===== config.mk =====
export PLATFORM = sky130hd
export DESIGN_NAME = bdsu_back
export DESIGN_NICKNAME = d
export VERILOG_FILES = /design/src/rtl/bdsu_pkg.sv /design/src/rtl/bdsu_back.sv
export SDC_FILE = /design/constraint.sdc
export NUM_CORES = 1
export LEC_CHECK = 0
export BUFFER_PORTS_ARGS = -buffer_cell sky130_fd_sc_hd__buf_2
export CORE_MARGIN = 1
export CORE_UTILIZATION = 35
export CTS_CLUSTER_SIZE = 24
export DETAILED_ROUTE_END_ITERATION = 7
export GPL_ROUTABILITY_DRIVEN = 0
export PLACE_DENSITY = 0.79
export REMOVE_ABC_BUFFERS = 1
export SYNTH_ARGS = -nofsm -noshare
export SYNTH_HDL_FRONTEND = slang
export SYNTH_SLANG_ARGS = --single-unit

===== constraint.sdc =====
create_clock -name clk_i -period 2 [get_ports clk_i]
set_input_delay 0.4 -clock clk_i [delete_from_list [all_inputs] [get_ports clk_i]]
set_output_delay 0.4 -clock clk_i [all_outputs]
set_load 0.005 [all_outputs]

===== src/rtl/bdsu_pkg.sv =====
package bdsu_pkg;

  localparam int unsigned WORD_W      = 32;
  localparam int unsigned MAX_BYTES_D = 4;
  // decimal_shift spans -16..15, so at most sixteen steps of times or divide by ten
  localparam int unsigned SHIFT_CELLS = 16;
  localparam int unsigned SHIFT_W     = 5;
  localparam int unsigned COUNT_W     = 3;
  localparam int unsigned DIGITS      = 8;
  localparam int unsigned DIG_IDX_W   = 4;
  localparam int unsigned CFG_IDX_W   = 1;
  localparam int unsigned CFG_DATA_W  = 5;

  localparam logic [CFG_IDX_W-1:0] REG_DECIMAL_SHIFT = 1'd0;
  localparam logic [CFG_IDX_W-1:0] REG_BYTE_COUNT    = 1'd1;

  // reciprocal of ten for an exact 32-bit quotient: q = (x * RECIP10) >> 35
  localparam logic [31:0] RECIP10 = 32'hCCCC_CCCD;

  typedef struct packed {
    logic [WORD_W-1:0]           word;
    logic                        ok;
    logic [COUNT_W-1:0]          nbytes;
    logic signed [SHIFT_W-1:0]   steps;
    logic [WORD_W-1:0]           val;
    logic [DIG_IDX_W-1:0]        dig_idx;
    logic [DIGITS-1:0][3:0]      digits;
  } cell_t;

endpackage


===== src/rtl/bdsu_back.sv =====
module bdsu_back (
  input  logic                          clk_i,
  input  logic                          rst_ni,
  input  logic                          valid_i,
  output logic                          ready_o,
  input  bdsu_pkg::cell_t               data_i,
  output logic                          valid_o,
  input  logic                          ready_i,
  output logic [bdsu_pkg::WORD_W-1:0]   result_o,
  output logic                          ok_o
);
  import bdsu_pkg::*;

  logic              v_q;
  logic [WORD_W-1:0] res_q, res_d;
  logic              ok_q;
  logic              load;

  assign load    = !v_q || ready_i;
  assign ready_o = load;

  // for a decimal word, replace the used bytes with the new digit pairs, keep the rest
  always_comb begin
    res_d = data_i.word;
    if (data_i.ok) begin
      for (int i = 0; i < 4; i++) begin
        if (COUNT_W'(i) < data_i.nbytes) begin
          res_d[8*i +: 8] = {data_i.digits[2*i+1], data_i.digits[2*i]};
        end
      end
    end
  end

  always_ff @(posedge clk_i or negedge rst_ni) begin
    if (!rst_ni) begin
      v_q <= 1'b0;
    end else if (load) begin
      v_q <= valid_i;
    end
  end

  always_ff @(posedge clk_i) begin
    if (load) begin
      res_q <= res_d;
      ok_q  <= data_i.ok;
    end
  end

  assign valid_o  = v_q;
  assign result_o = res_q;
  assign ok_o     = ok_q;

endmodule

==> metrics.txt <==
status finished, final reports clean; CP arrival 1.42 ns; vias in the first global route 1,195; PortBufs 106; reg-to-reg startpoint valid_o; clk_skew 0.008272 ns; #FFs+latches synth 34; I/O pins 148; DR vias 1,216; DIE HEIGHT 67.64 um; Reg2Reg Depth 2; die width 67.64 um; Via-to-Cell Ratio 4.732; CP peak stage delay 0.49 ns; largest net degree at the start of global routing 35; Pre-antenna DRT Iters 4; Clock Pin Slew Worst Setup and Hold Paths 0.07 ns; die area 0.004574 mm2; CP max FO 8; Final Total Pwr 1601 uW; Mapped Cells 93; Clock Latency Late Sink 0.28 ns; post-route ant nets 0; CP endpoint kind flip-flop; GR Util All Layers 15.66%; clock sinks 34; grt total ovfl 0; reg2reg setup slack 0.79 ns; synth warn 0; Final HPWL DP 2.506 mm; crit start category input port; CTS tree done; Crit-path slowest cell o31ai_4; cts repair resizes 0; crit path to result_o[1]; TritonCTS Buffers 5; Setup TNS 0 ns; fin. max-slew vios 0; Worst Path Required 2.03 ns; Setup CP Type in2reg; FP Rows 23; CP cell instances buf_2, o31ai_4, mux2_2; DRT iter0 DRCs 53; synthesis-to-layout area growth 44.81%; Syn Std Cell Area 0.001508 mm2; clk buf depth 2; CP startpoint data_i[75]; Worst Max-Slew Pin Slew 0.6218 ns; Core Region 0.004058 mm2; Root Driver clkbuf_8; post-synth cell types 15; VDD IR-drop max 0.3337 mV; initial antenna violation count 0; PwrDens 733.2 mW/mm2; first-pass GRT wire length 5.050 mm; MaxCap Viol Count 0; RSZ-0062 raised after global routing no; setup violators final 0; Routed wire per std cell 12.79 um; P_leak 0.001008 uW; slew margin rel. 58.54%; Synth Area per Inst 16.21 um2; final WL 3.288 mm; Hold WC Path Type in2reg; Initial Utilization 37.16%; drt drc 0; n_diodes 0; share of cells above drive strength 1 68.12%; Seq/Total Area, Yosys 67.39%; htree depth 2; fin nets 319; Period minus WS final 1.396 ns; Max Freq 0.7161 GHz; final period utilization 69.82%; Reg-to-Reg End result_o[17]; Fin. Hold Viols 0
stage by stage:
step | instance area (um2) | setup WS, ns | util [%] | instances | hold WS (ns)
floorplan | 1476 | 0.3099 | - | 89 | 0.1044
global placement | 2092 | 0.3000 | 51.56 | 248 | 0.1748
detailed placement | 2092 | 0.2861 | 51.56 | 248 | 0.1787
CTS | 2183 | 0.5823 | 53.81 | 257 | 0.3025
global route | 2183 | 0.5638 | 53.81 | 257 | 0.2954
finish | 2183 | 0.6035 | 53.81 | 257 | 0.3084
cell type report:
type                       count  area (um2)
inverter                       8       30.03
fill                         356        1874
tap                           50       62.56
clock buffer                   6       72.57
timing repair buffer         110       563.0
sequential                    34        1016
clock inverter                 2       8.758
multi-input combinational     47       430.4
registers in the layout (all words and copies together) (netlist names):
name	flops
ok_o	1
result_o	32
valid_o	1
critical path: cells and delay by family:
kind | cells | cell delay [ns]
multiplexers | 1 | 0.40
AO/OA/AOI/OAI | 1 | 0.49
buffers and inverters | 1 | 0.13
where the power goes:
part | total (uW) | switching [uW] | internal [uW]
logic | 259 | 112 | 146
clock network | 464 | 225 | 239
registers | 879 | 16.1 | 862
kinds of logic after synthesis:
group / after synthesis / synth area share, %
buf+inv: 12 / 4.066
simple gates: 12 / 3.652
mux: 24 / 17.93
compound gates: 11 / 6.971
flops: 34 / 67.39
cells in the mapped netlist:
| master | n | area [um2] |
|---|---|---|
| and3_1 | 1 | 6.260 |
| buf_6 | 2 | 22.52 |
| o32ai_1 | 8 | 70.07 |
| mux2_2 | 24 | 270.3 |
| a21oi_1 | 1 | 5.000 |
| buf_2 | 1 | 5.000 |
| nand2b_1 | 2 | 12.51 |
| dfrtp_1 | 1 | 25.02 |
| and2_1 | 1 | 6.260 |
| clkbuf_1 | 1 | 3.750 |
| nand2_1 | 8 | 30.03 |
| inv_1 | 8 | 30.03 |
| o31ai_4 | 1 | 21.27 |
| o21ai_2 | 1 | 8.760 |
| edfxtp_1 | 33 | 991.0 |
layout by cell type, fill, tap and decap left out, drive strengths merged, types with 2 or more instances in the layout:
cell	instances
nand2b	2
clkbuf	6
inv	8
edfxtp	33
buf	109
clkinv	2
o32ai	8
nand2	8
mux2	24
repair_timing:
action,4_1_cts,5_1_grt
hold endpoints to repair,1,0
hold buffers,1,0
buffers inserted,0,0
how the worst min path moves through the flow:
stage,startpoint,to,cells after the start
after floorplan,rst_ni,valid_o,0
after global placement,rst_ni,valid_o,1
after detailed placement,rst_ni,valid_o,1
after CTS,valid_i,valid_o,2
after global routing,valid_i,valid_o,2
final,valid_i,valid_o,2
layer usage:
metal,up-vias,share of wire (%),GRT usage [%],wire length [um]
li1,580,-,-,-
met5,-,0,0,0
met1,543,39,16.47,1297
met3,13,9.9,6.081,327
met4,0,3.5,9.043,116
met2,80,47,26.36,1547
Power figures use the tool's default switching activity.
