===== src/rtl/bdsu_pkg.sv =====
package bdsu_pkg;

  localparam int unsigned WORD_W      = 32;
  localparam int unsigned MAX_BYTES_D = 4;
  // decimal_shift spans -16..15, so at most sixteen steps of times or divide by ten
  localparam int unsigned SHIFT_CELLS = 16;
  localparam int unsigned SHIFT_W     = 5;
  localparam int unsigned COUNT_W     = 3;
  localparam int unsigned DIGITS      = 8;
  localparam int unsigned DIG_IDX_W   = 4;
  localparam int unsigned CFG_IDX_W   = 1;
  localparam int unsigned CFG_DATA_W  = 5;

  localparam logic [CFG_IDX_W-1:0] REG_DECIMAL_SHIFT = 1'd0;
  localparam logic [CFG_IDX_W-1:0] REG_BYTE_COUNT    = 1'd1;

  // reciprocal of ten for an exact 32-bit quotient: q = (x * RECIP10) >> 35
  localparam logic [31:0] RECIP10 = 32'hCCCC_CCCD;

  typedef struct packed {
    logic [WORD_W-1:0]           word;
    logic                        ok;
    logic [COUNT_W-1:0]          nbytes;
    logic signed [SHIFT_W-1:0]   steps;
    logic [WORD_W-1:0]           val;
    logic [DIG_IDX_W-1:0]        dig_idx;
    logic [DIGITS-1:0][3:0]      digits;
  } cell_t;

endpackage


===== src/rtl/bdsu_front.sv =====
module bdsu_front #(
  parameter int unsigned MAX_BYTES = bdsu_pkg::MAX_BYTES_D
) (
  input  logic                                  clk_i,
  input  logic                                  rst_ni,
  input  logic                                  valid_i,
  output logic                                  ready_o,
  input  logic [bdsu_pkg::WORD_W-1:0]           word_i,
  input  logic signed [bdsu_pkg::SHIFT_W-1:0]   shift_i,
  input  logic [bdsu_pkg::COUNT_W-1:0]          byte_count_i,
  output logic                                  valid_o,
  input  logic                                  ready_i,
  output bdsu_pkg::cell_t                       data_o
);
  import bdsu_pkg::*;

  // first stage: check nibbles, decode each byte to 0..99
  logic                      v1_q, v1_d;
  logic [WORD_W-1:0]         word_q, word_d;
  logic                      ok_q, ok_d;
  logic [COUNT_W-1:0]        n_q, n_d;
  logic signed [SHIFT_W-1:0] shift_q, shift_d;
  logic [3:0][6:0]           bval_q, bval_d;
  logic                      rdy1;

  // second stage: weighted sum of the byte values
  logic                      v2_q, v2_d;
  cell_t                     c2_q, c2_d;
  logic                      rdy2;

  assign rdy2    = !v2_q || ready_i;
  assign rdy1    = !v1_q || rdy2;
  assign ready_o = rdy1;

  always_comb begin
    logic [3:0] hi;
    logic [3:0] lo;
    logic       used;
    n_d     = (byte_count_i > COUNT_W'(MAX_BYTES)) ? COUNT_W'(MAX_BYTES) : byte_count_i;
    ok_d    = 1'b1;
    word_d  = word_i;
    shift_d = shift_i;
    v1_d    = valid_i;
    for (int i = 0; i < 4; i++) begin
      hi   = word_i[8*i+4 +: 4];
      lo   = word_i[8*i +: 4];
      used = (COUNT_W'(i) < n_d);
      if (used && (hi > 4'd9 || lo > 4'd9)) ok_d = 1'b0;
      bval_d[i] = used ? (7'({hi, 3'b000}) + 7'({hi, 1'b0}) + 7'(lo)) : 7'd0;
    end
  end

  always_comb begin
    c2_d         = c2_q;
    v2_d         = v1_q;
    c2_d.word    = word_q;
    c2_d.ok      = ok_q;
    c2_d.nbytes  = n_q;
    c2_d.steps   = shift_q;
    c2_d.val     = 32'(bval_q[0]) + 32'(bval_q[1]) * 32'd100
                 + 32'(bval_q[2]) * 32'd10000 + 32'(bval_q[3]) * 32'd1000000;
    c2_d.dig_idx = '0;
    c2_d.digits  = '0;
  end

  always_ff @(posedge clk_i or negedge rst_ni) begin
    if (!rst_ni) begin
      v1_q <= 1'b0;
      v2_q <= 1'b0;
    end else begin
      if (rdy1) v1_q <= v1_d;
      if (rdy2) v2_q <= v2_d;
    end
  end

  always_ff @(posedge clk_i) begin
    if (rdy1) begin
      word_q  <= word_d;
      ok_q    <= ok_d;
      n_q     <= n_d;
      shift_q <= shift_d;
      bval_q  <= bval_d;
    end
    if (rdy2) c2_q <= c2_d;
  end

  assign valid_o = v2_q;
  assign data_o  = c2_q;

endmodule


===== config.mk =====
export PLATFORM = sky130hd
export DESIGN_NAME = bdsu_front
export DESIGN_NICKNAME = d
export VERILOG_FILES = /design/src/rtl/bdsu_pkg.sv /design/src/rtl/bdsu_front.sv
export SDC_FILE = /design/constraint.sdc
export NUM_CORES = 1
export LEC_CHECK = 0
export ABC_AREA = 0
export BUFFER_PORTS_ARGS = -buffer_cell sky130_fd_sc_hd__buf_2
export CORE_MARGIN = 2
export CORE_UTILIZATION = 60
export DETAILED_ROUTE_END_ITERATION = 7
export GPL_TIMING_DRIVEN = 0
export PLACE_DENSITY = 0.84
export RECOVER_POWER = 25
export SLEW_MARGIN = 0
export SYNTH_ARGS = -nofsm -noshare
export SYNTH_HDL_FRONTEND = slang
export SYNTH_SLANG_ARGS = --single-unit

===== constraint.sdc =====
create_clock -name clk_i -period 8.7 [get_ports clk_i]
set_input_delay 0.87 -clock clk_i [delete_from_list [all_inputs] [get_ports clk_i]]
set_output_delay 0.87 -clock clk_i [all_outputs]
set_load 0.02 [all_outputs]

==> results by stage <==
Worst setup path:
- Data on the critical path is required at its endpoint by 8870 ps.
- The startpoint type of the worst setup path is a flip-flop.
- Of all nets on the critical path, the largest fanout is 4.
- The cell that appears most often on the critical path is sky130_fd_sc_hd__ha_1.
- In this run the worst setup path begins at bval_q[15]$_SDFFCE_PN0P_.
- At the worst endpoint, the arrival time is 6560 ps.
- The cell with the largest stage delay on the worst path is sky130_fd_sc_hd__fa_1.
- By startpoint and endpoint, the worst setup path is classified as reg2reg.
- The critical path goes through inv_1, fa_1, inv_1, fa_1, ha_1, ha_1, a21oi_1, o21bai_1, a21oi_1, o21bai_1, a211oi_1, o21bai_1, xor2_1, ha_1, ha_1, ha_1, and3_1, o211ai_1, o31ai_1, and4_4, a2111oi_4, nor2_1, xnor2_1.
- The startpoint identified for the worst register-to-register timing path is bval_q[15]$_SDFFCE_PN0P_.
- In this design, the stage delay of the slowest critical-path cell is 550 ps.
- The kind of end point of the critical path is a flip-flop.

Timing:
- Based on the critical path, the design can be clocked at up to 157 MHz.
- The number of endpoints with negative hold slack in the final report is 0.
- Adding up every negative setup slack in the final design gives 0 ps.
- For the final database, setup skew stands at 5.09 ps.
- The final max-slew violation count is 0.
- Setup violations remaining at the end of the flow were counted as 0.
- The relative slew slack is 0.282.
- The post-route minimum period is 6390 ps.
- The final clock period utilization by the worst path is 0.734.
- Setup repair after global routing left no endpoint under its margin.
- At the pin with the least slew margin, the transition time is 1070 ps.

Floorplan:
- The overall die width is about 130 microns.
- 155 I/O pins were placed.
- The starting density of the core is 0.608.
- The floorplan has 47 rows.
- The floorplan step defined a die boundary enclosing 17700 sq um.
- The standard cell core area is 16500 sq um.
- In this run the vertical extent of the chip is 133 microns.

Placed design:
- Routability-driven placement finished with a final weighted congestion of 0.819.
- Once detailed placement completed, the half-perimeter wirelength came to ~14 mm.
- Summing all placed instances gives a cell area of roughly 11000 sq um.
- The number of buffer cells added on primary ports is 114.

Yosys:
- The proportion of register bits with asynchronous set or reset after synthesis is 0.0143.
- The fraction of synthesized area in multiplexers is 0.000999.
- The top flip-flop cell by instance count after synthesis is sky130_fd_sc_hd__edfxtp_1.
- The flip-flop and latch count after synthesis is 140.
- The post-synth design cell area is 10000 sq um.
- The simple-gate share of the synthesized area is 0.0651.
- The count of yosys warnings during synthesis is 0.
- The number of flops mapped to enable cells by yosys is 138.
- The share of the Yosys chip area taken by registers is 0.419.
- The share of the synthesized area in the top cell type is 0.414.
- The xor and xnor area share after synthesis is 0.0533.
- After synthesis, the cell types taking the most area are sky130_fd_sc_hd__edfxtp_1 (41%), sky130_fd_sc_hd__ha_1 (23%), sky130_fd_sc_hd__fa_1 (8.4%), sky130_fd_sc_hd__xnor2_1 (3.6%), sky130_fd_sc_hd__inv_1 (3.3%).
- The average footprint of a synthesized cell is 12.4 sq um.
- The biggest area contributor in the post-synthesis netlist is sky130_fd_sc_hd__edfxtp_1.
- The count of mapped cells out of synthesis is 809.
- The synthesized-area fraction occupied by adder cells is 0.314.
- The combinational family with the most area after synthesis is adder cells.
- The complex-gate fraction of the synthesized area is 0.0841.
- The number of distinct library cells after synthesis is 49.

Cells and area:
- The area growth from synthesis to final layout is 16.0%.
- The number of inserted diodes is 0.
- With fillers left out, the area of the finished cells amounts to 11600 sq um.
- At the end of the flow, the number of nets in the layout was 1254.
- In the final layout, the share of cells above drive strength 1 is 0.163.

Worst hold path:
- The class of the tightest hold or removal check is in2async.

Clocking:
- The clock tree from TritonCTS is built.
- The longest clock path from root to sink contains 2 buffers.
- The number of CTS-inserted buffers is 17.
- The total of hold buffers inserted after clock tree synthesis is 0.
- The post-cts resize count is 0.
- The tree is rooted in a sky130_fd_sc_hd__clkbuf_16.
- The clock edge transition at the registers on the reported setup and hold paths is 60 ps.
- The clock latency reported for the late side of the worst-skew pair is 430 ps.
- The count of buffers added by post-CTS timing repair for setup is 0.
- The tree built by TritonCTS fans out to 140 sinks.
- The H-tree depth reported by CTS is 4.

Drt:
- The remaining design rule violation count is 0.
- Before antenna repair, the detailed router went through 5 iterations.
- After the first detailed-routing iteration, the DRC count stood at 227.
- The via density per instance is 5.24.
- The final route contains between 6000 and 7000 vias.
- The average routed wire per standard cell is 15.4 microns.
- The total length of routed wires is approximately 19 mm.
- The count of antenna-violating nets left after detailed routing is 0.

Status:
- The flow ran to the end, and the final reports show no timing, DRC or antenna violations.

Global routing:
- Entering global routing, the biggest net connects between 70 and 80 pins.
- The number of antenna violations at the first check in global routing is 0.
- Global routing finished with a remaining overflow of 0.
- The total routing resource utilization after global routing is 0.220.
- The number of global-route vias before repair is ~6600.
- The global-route wire length before repair is 30.4 mm.

Run:
- The count of maximum capacitance violations is 0.
## per-stage QoR
step | hold slack, ps | utilization | instances | worst slack, ps
floorplan | 400 | - | 848 | 2890
global placement | 401 | 0.669 | 1182 | 2480
detailed placement | 405 | 0.672 | 1185 | 2390
CTS | 198 | 0.708 | 1217 | 2360
global route | 219 | 0.706 | 1217 | 1920
finish | 216 | 0.706 | 1217 | 2310
## cells in the mapped netlist (2+ instances only)
cell,n
sky130_fd_sc_hd__buf_4,40
sky130_fd_sc_hd__xor2_1,20
sky130_fd_sc_hd__o21a_1,6
sky130_fd_sc_hd__xnor2_1,41
sky130_fd_sc_hd__nand3_1,5
sky130_fd_sc_hd__edfxtp_1,138
sky130_fd_sc_hd__and3_1,4
sky130_fd_sc_hd__o21ai_0,21
sky130_fd_sc_hd__nor2b_1,18
sky130_fd_sc_hd__nand2_1,16
sky130_fd_sc_hd__dfrtp_1,2
sky130_fd_sc_hd__ha_1,184
sky130_fd_sc_hd__o311ai_0,2
sky130_fd_sc_hd__o21bai_1,8
sky130_fd_sc_hd__fa_1,42
sky130_fd_sc_hd__clkbuf_1,2
sky130_fd_sc_hd__a21o_1,20
sky130_fd_sc_hd__and2_1,9
sky130_fd_sc_hd__o211ai_1,4
sky130_fd_sc_hd__nand3b_1,4
sky130_fd_sc_hd__inv_1,88
sky130_fd_sc_hd__a31oi_1,3
sky130_fd_sc_hd__nand4_1,6
sky130_fd_sc_hd__a21oi_1,43
sky130_fd_sc_hd__nor2_1,28
sky130_fd_sc_hd__o31ai_1,3
sky130_fd_sc_hd__nand2b_1,8
sky130_fd_sc_hd__a211oi_1,8
sky130_fd_sc_hd__or3_1,2
sky130_fd_sc_hd__nor3_1,12
sky130_fd_sc_hd__nand4b_1,2
sky130_fd_sc_hd__or2_2,3
## cells in the final DEF, fill, tap and decap left out, types with 16 or more instances in the layout
master / n
sky130_fd_sc_hd__a21o_1: 20
sky130_fd_sc_hd__a21oi_1: 43
sky130_fd_sc_hd__buf_2: 82
sky130_fd_sc_hd__buf_4: 40
sky130_fd_sc_hd__clkbuf_1: 38
sky130_fd_sc_hd__clkbuf_16: 17
sky130_fd_sc_hd__conb_1: 40
sky130_fd_sc_hd__edfxtp_1: 138
sky130_fd_sc_hd__fa_1: 42
sky130_fd_sc_hd__ha_1: 184
sky130_fd_sc_hd__inv_1: 88
sky130_fd_sc_hd__nand2_1: 16
sky130_fd_sc_hd__nor2_1: 28
sky130_fd_sc_hd__nor2b_1: 18
sky130_fd_sc_hd__o21ai_0: 21
sky130_fd_sc_hd__xnor2_1: 41
sky130_fd_sc_hd__xor2_1: 20
## critical path, delay by kind of cell, from the launching register on
kind                       cells  cell delay [ps]
buffers and inverters          2              190
xor gates and xnor gates       2              330
adders and majority gates      7             2610
DFF                            1              390
and+or+nand+nor                3              700
AOI/OAI and AO/OA              9             1890
## path summary, 6_finish.rpt
path | endpoint | slack, ps | cells past startpoint
worst max-delay path | data_o[62]$_DFFE_PP_ | 2310 | 23
worst min-delay path | v1_q$_DFFE_PN0P_ | 220 | 1
worst max register to register | data_o[62]$_DFFE_PP_ | 2310 | 23
worst min register to register | data_o[108]$_DFFE_PP_ | 420 | 0
max in group asynchronous | valid_o$_DFFE_PN0P_ | 8360 | 1
min in group clk_i | data_o[108]$_DFFE_PP_ | 420 | 0
## cell type report
type | count | area [sq um]
multi-input cells | 578 | 5340
fillers | 1150 | 4840
flip-flops and latches | 140 | 4190
repair buffers | 117 | 576
clock buffers | 21 | 440
inverters | 88 | 330
plain buffers | 42 | 308
well taps | 220 | 275
clock inverters | 11 | 159
## cell families (layout without fill, tap and decap cells)
group | Yosys count | in the layout
flops | 140 | 140
other cells | 1 | 40
simple gates | 122 | 122
mux | 1 | 1
buf+inv | 130 | 279
xor+xnor | 61 | 61
fa+ha+maj | 226 | 226
compound gates | 128 | 128
## sequential cells by signal, summed over array words and instances, names as in the netlist
signal,count
data_o,69
word_q,32
bval_q,28
shift_q,5
n_q,3
ok_q,1
v1_q,1
valid_o,1
## metal layers
metal  routed length (microns)  track usage
met1                      7690        0.252
met2                      9230        0.377
met3                      1240       0.0708
met4                       569       0.0999
met5                         0            0
Power is left out: the tool's default activity adds up to more than one toggle a clock period on the data nets, which glitch-free logic cannot reach.
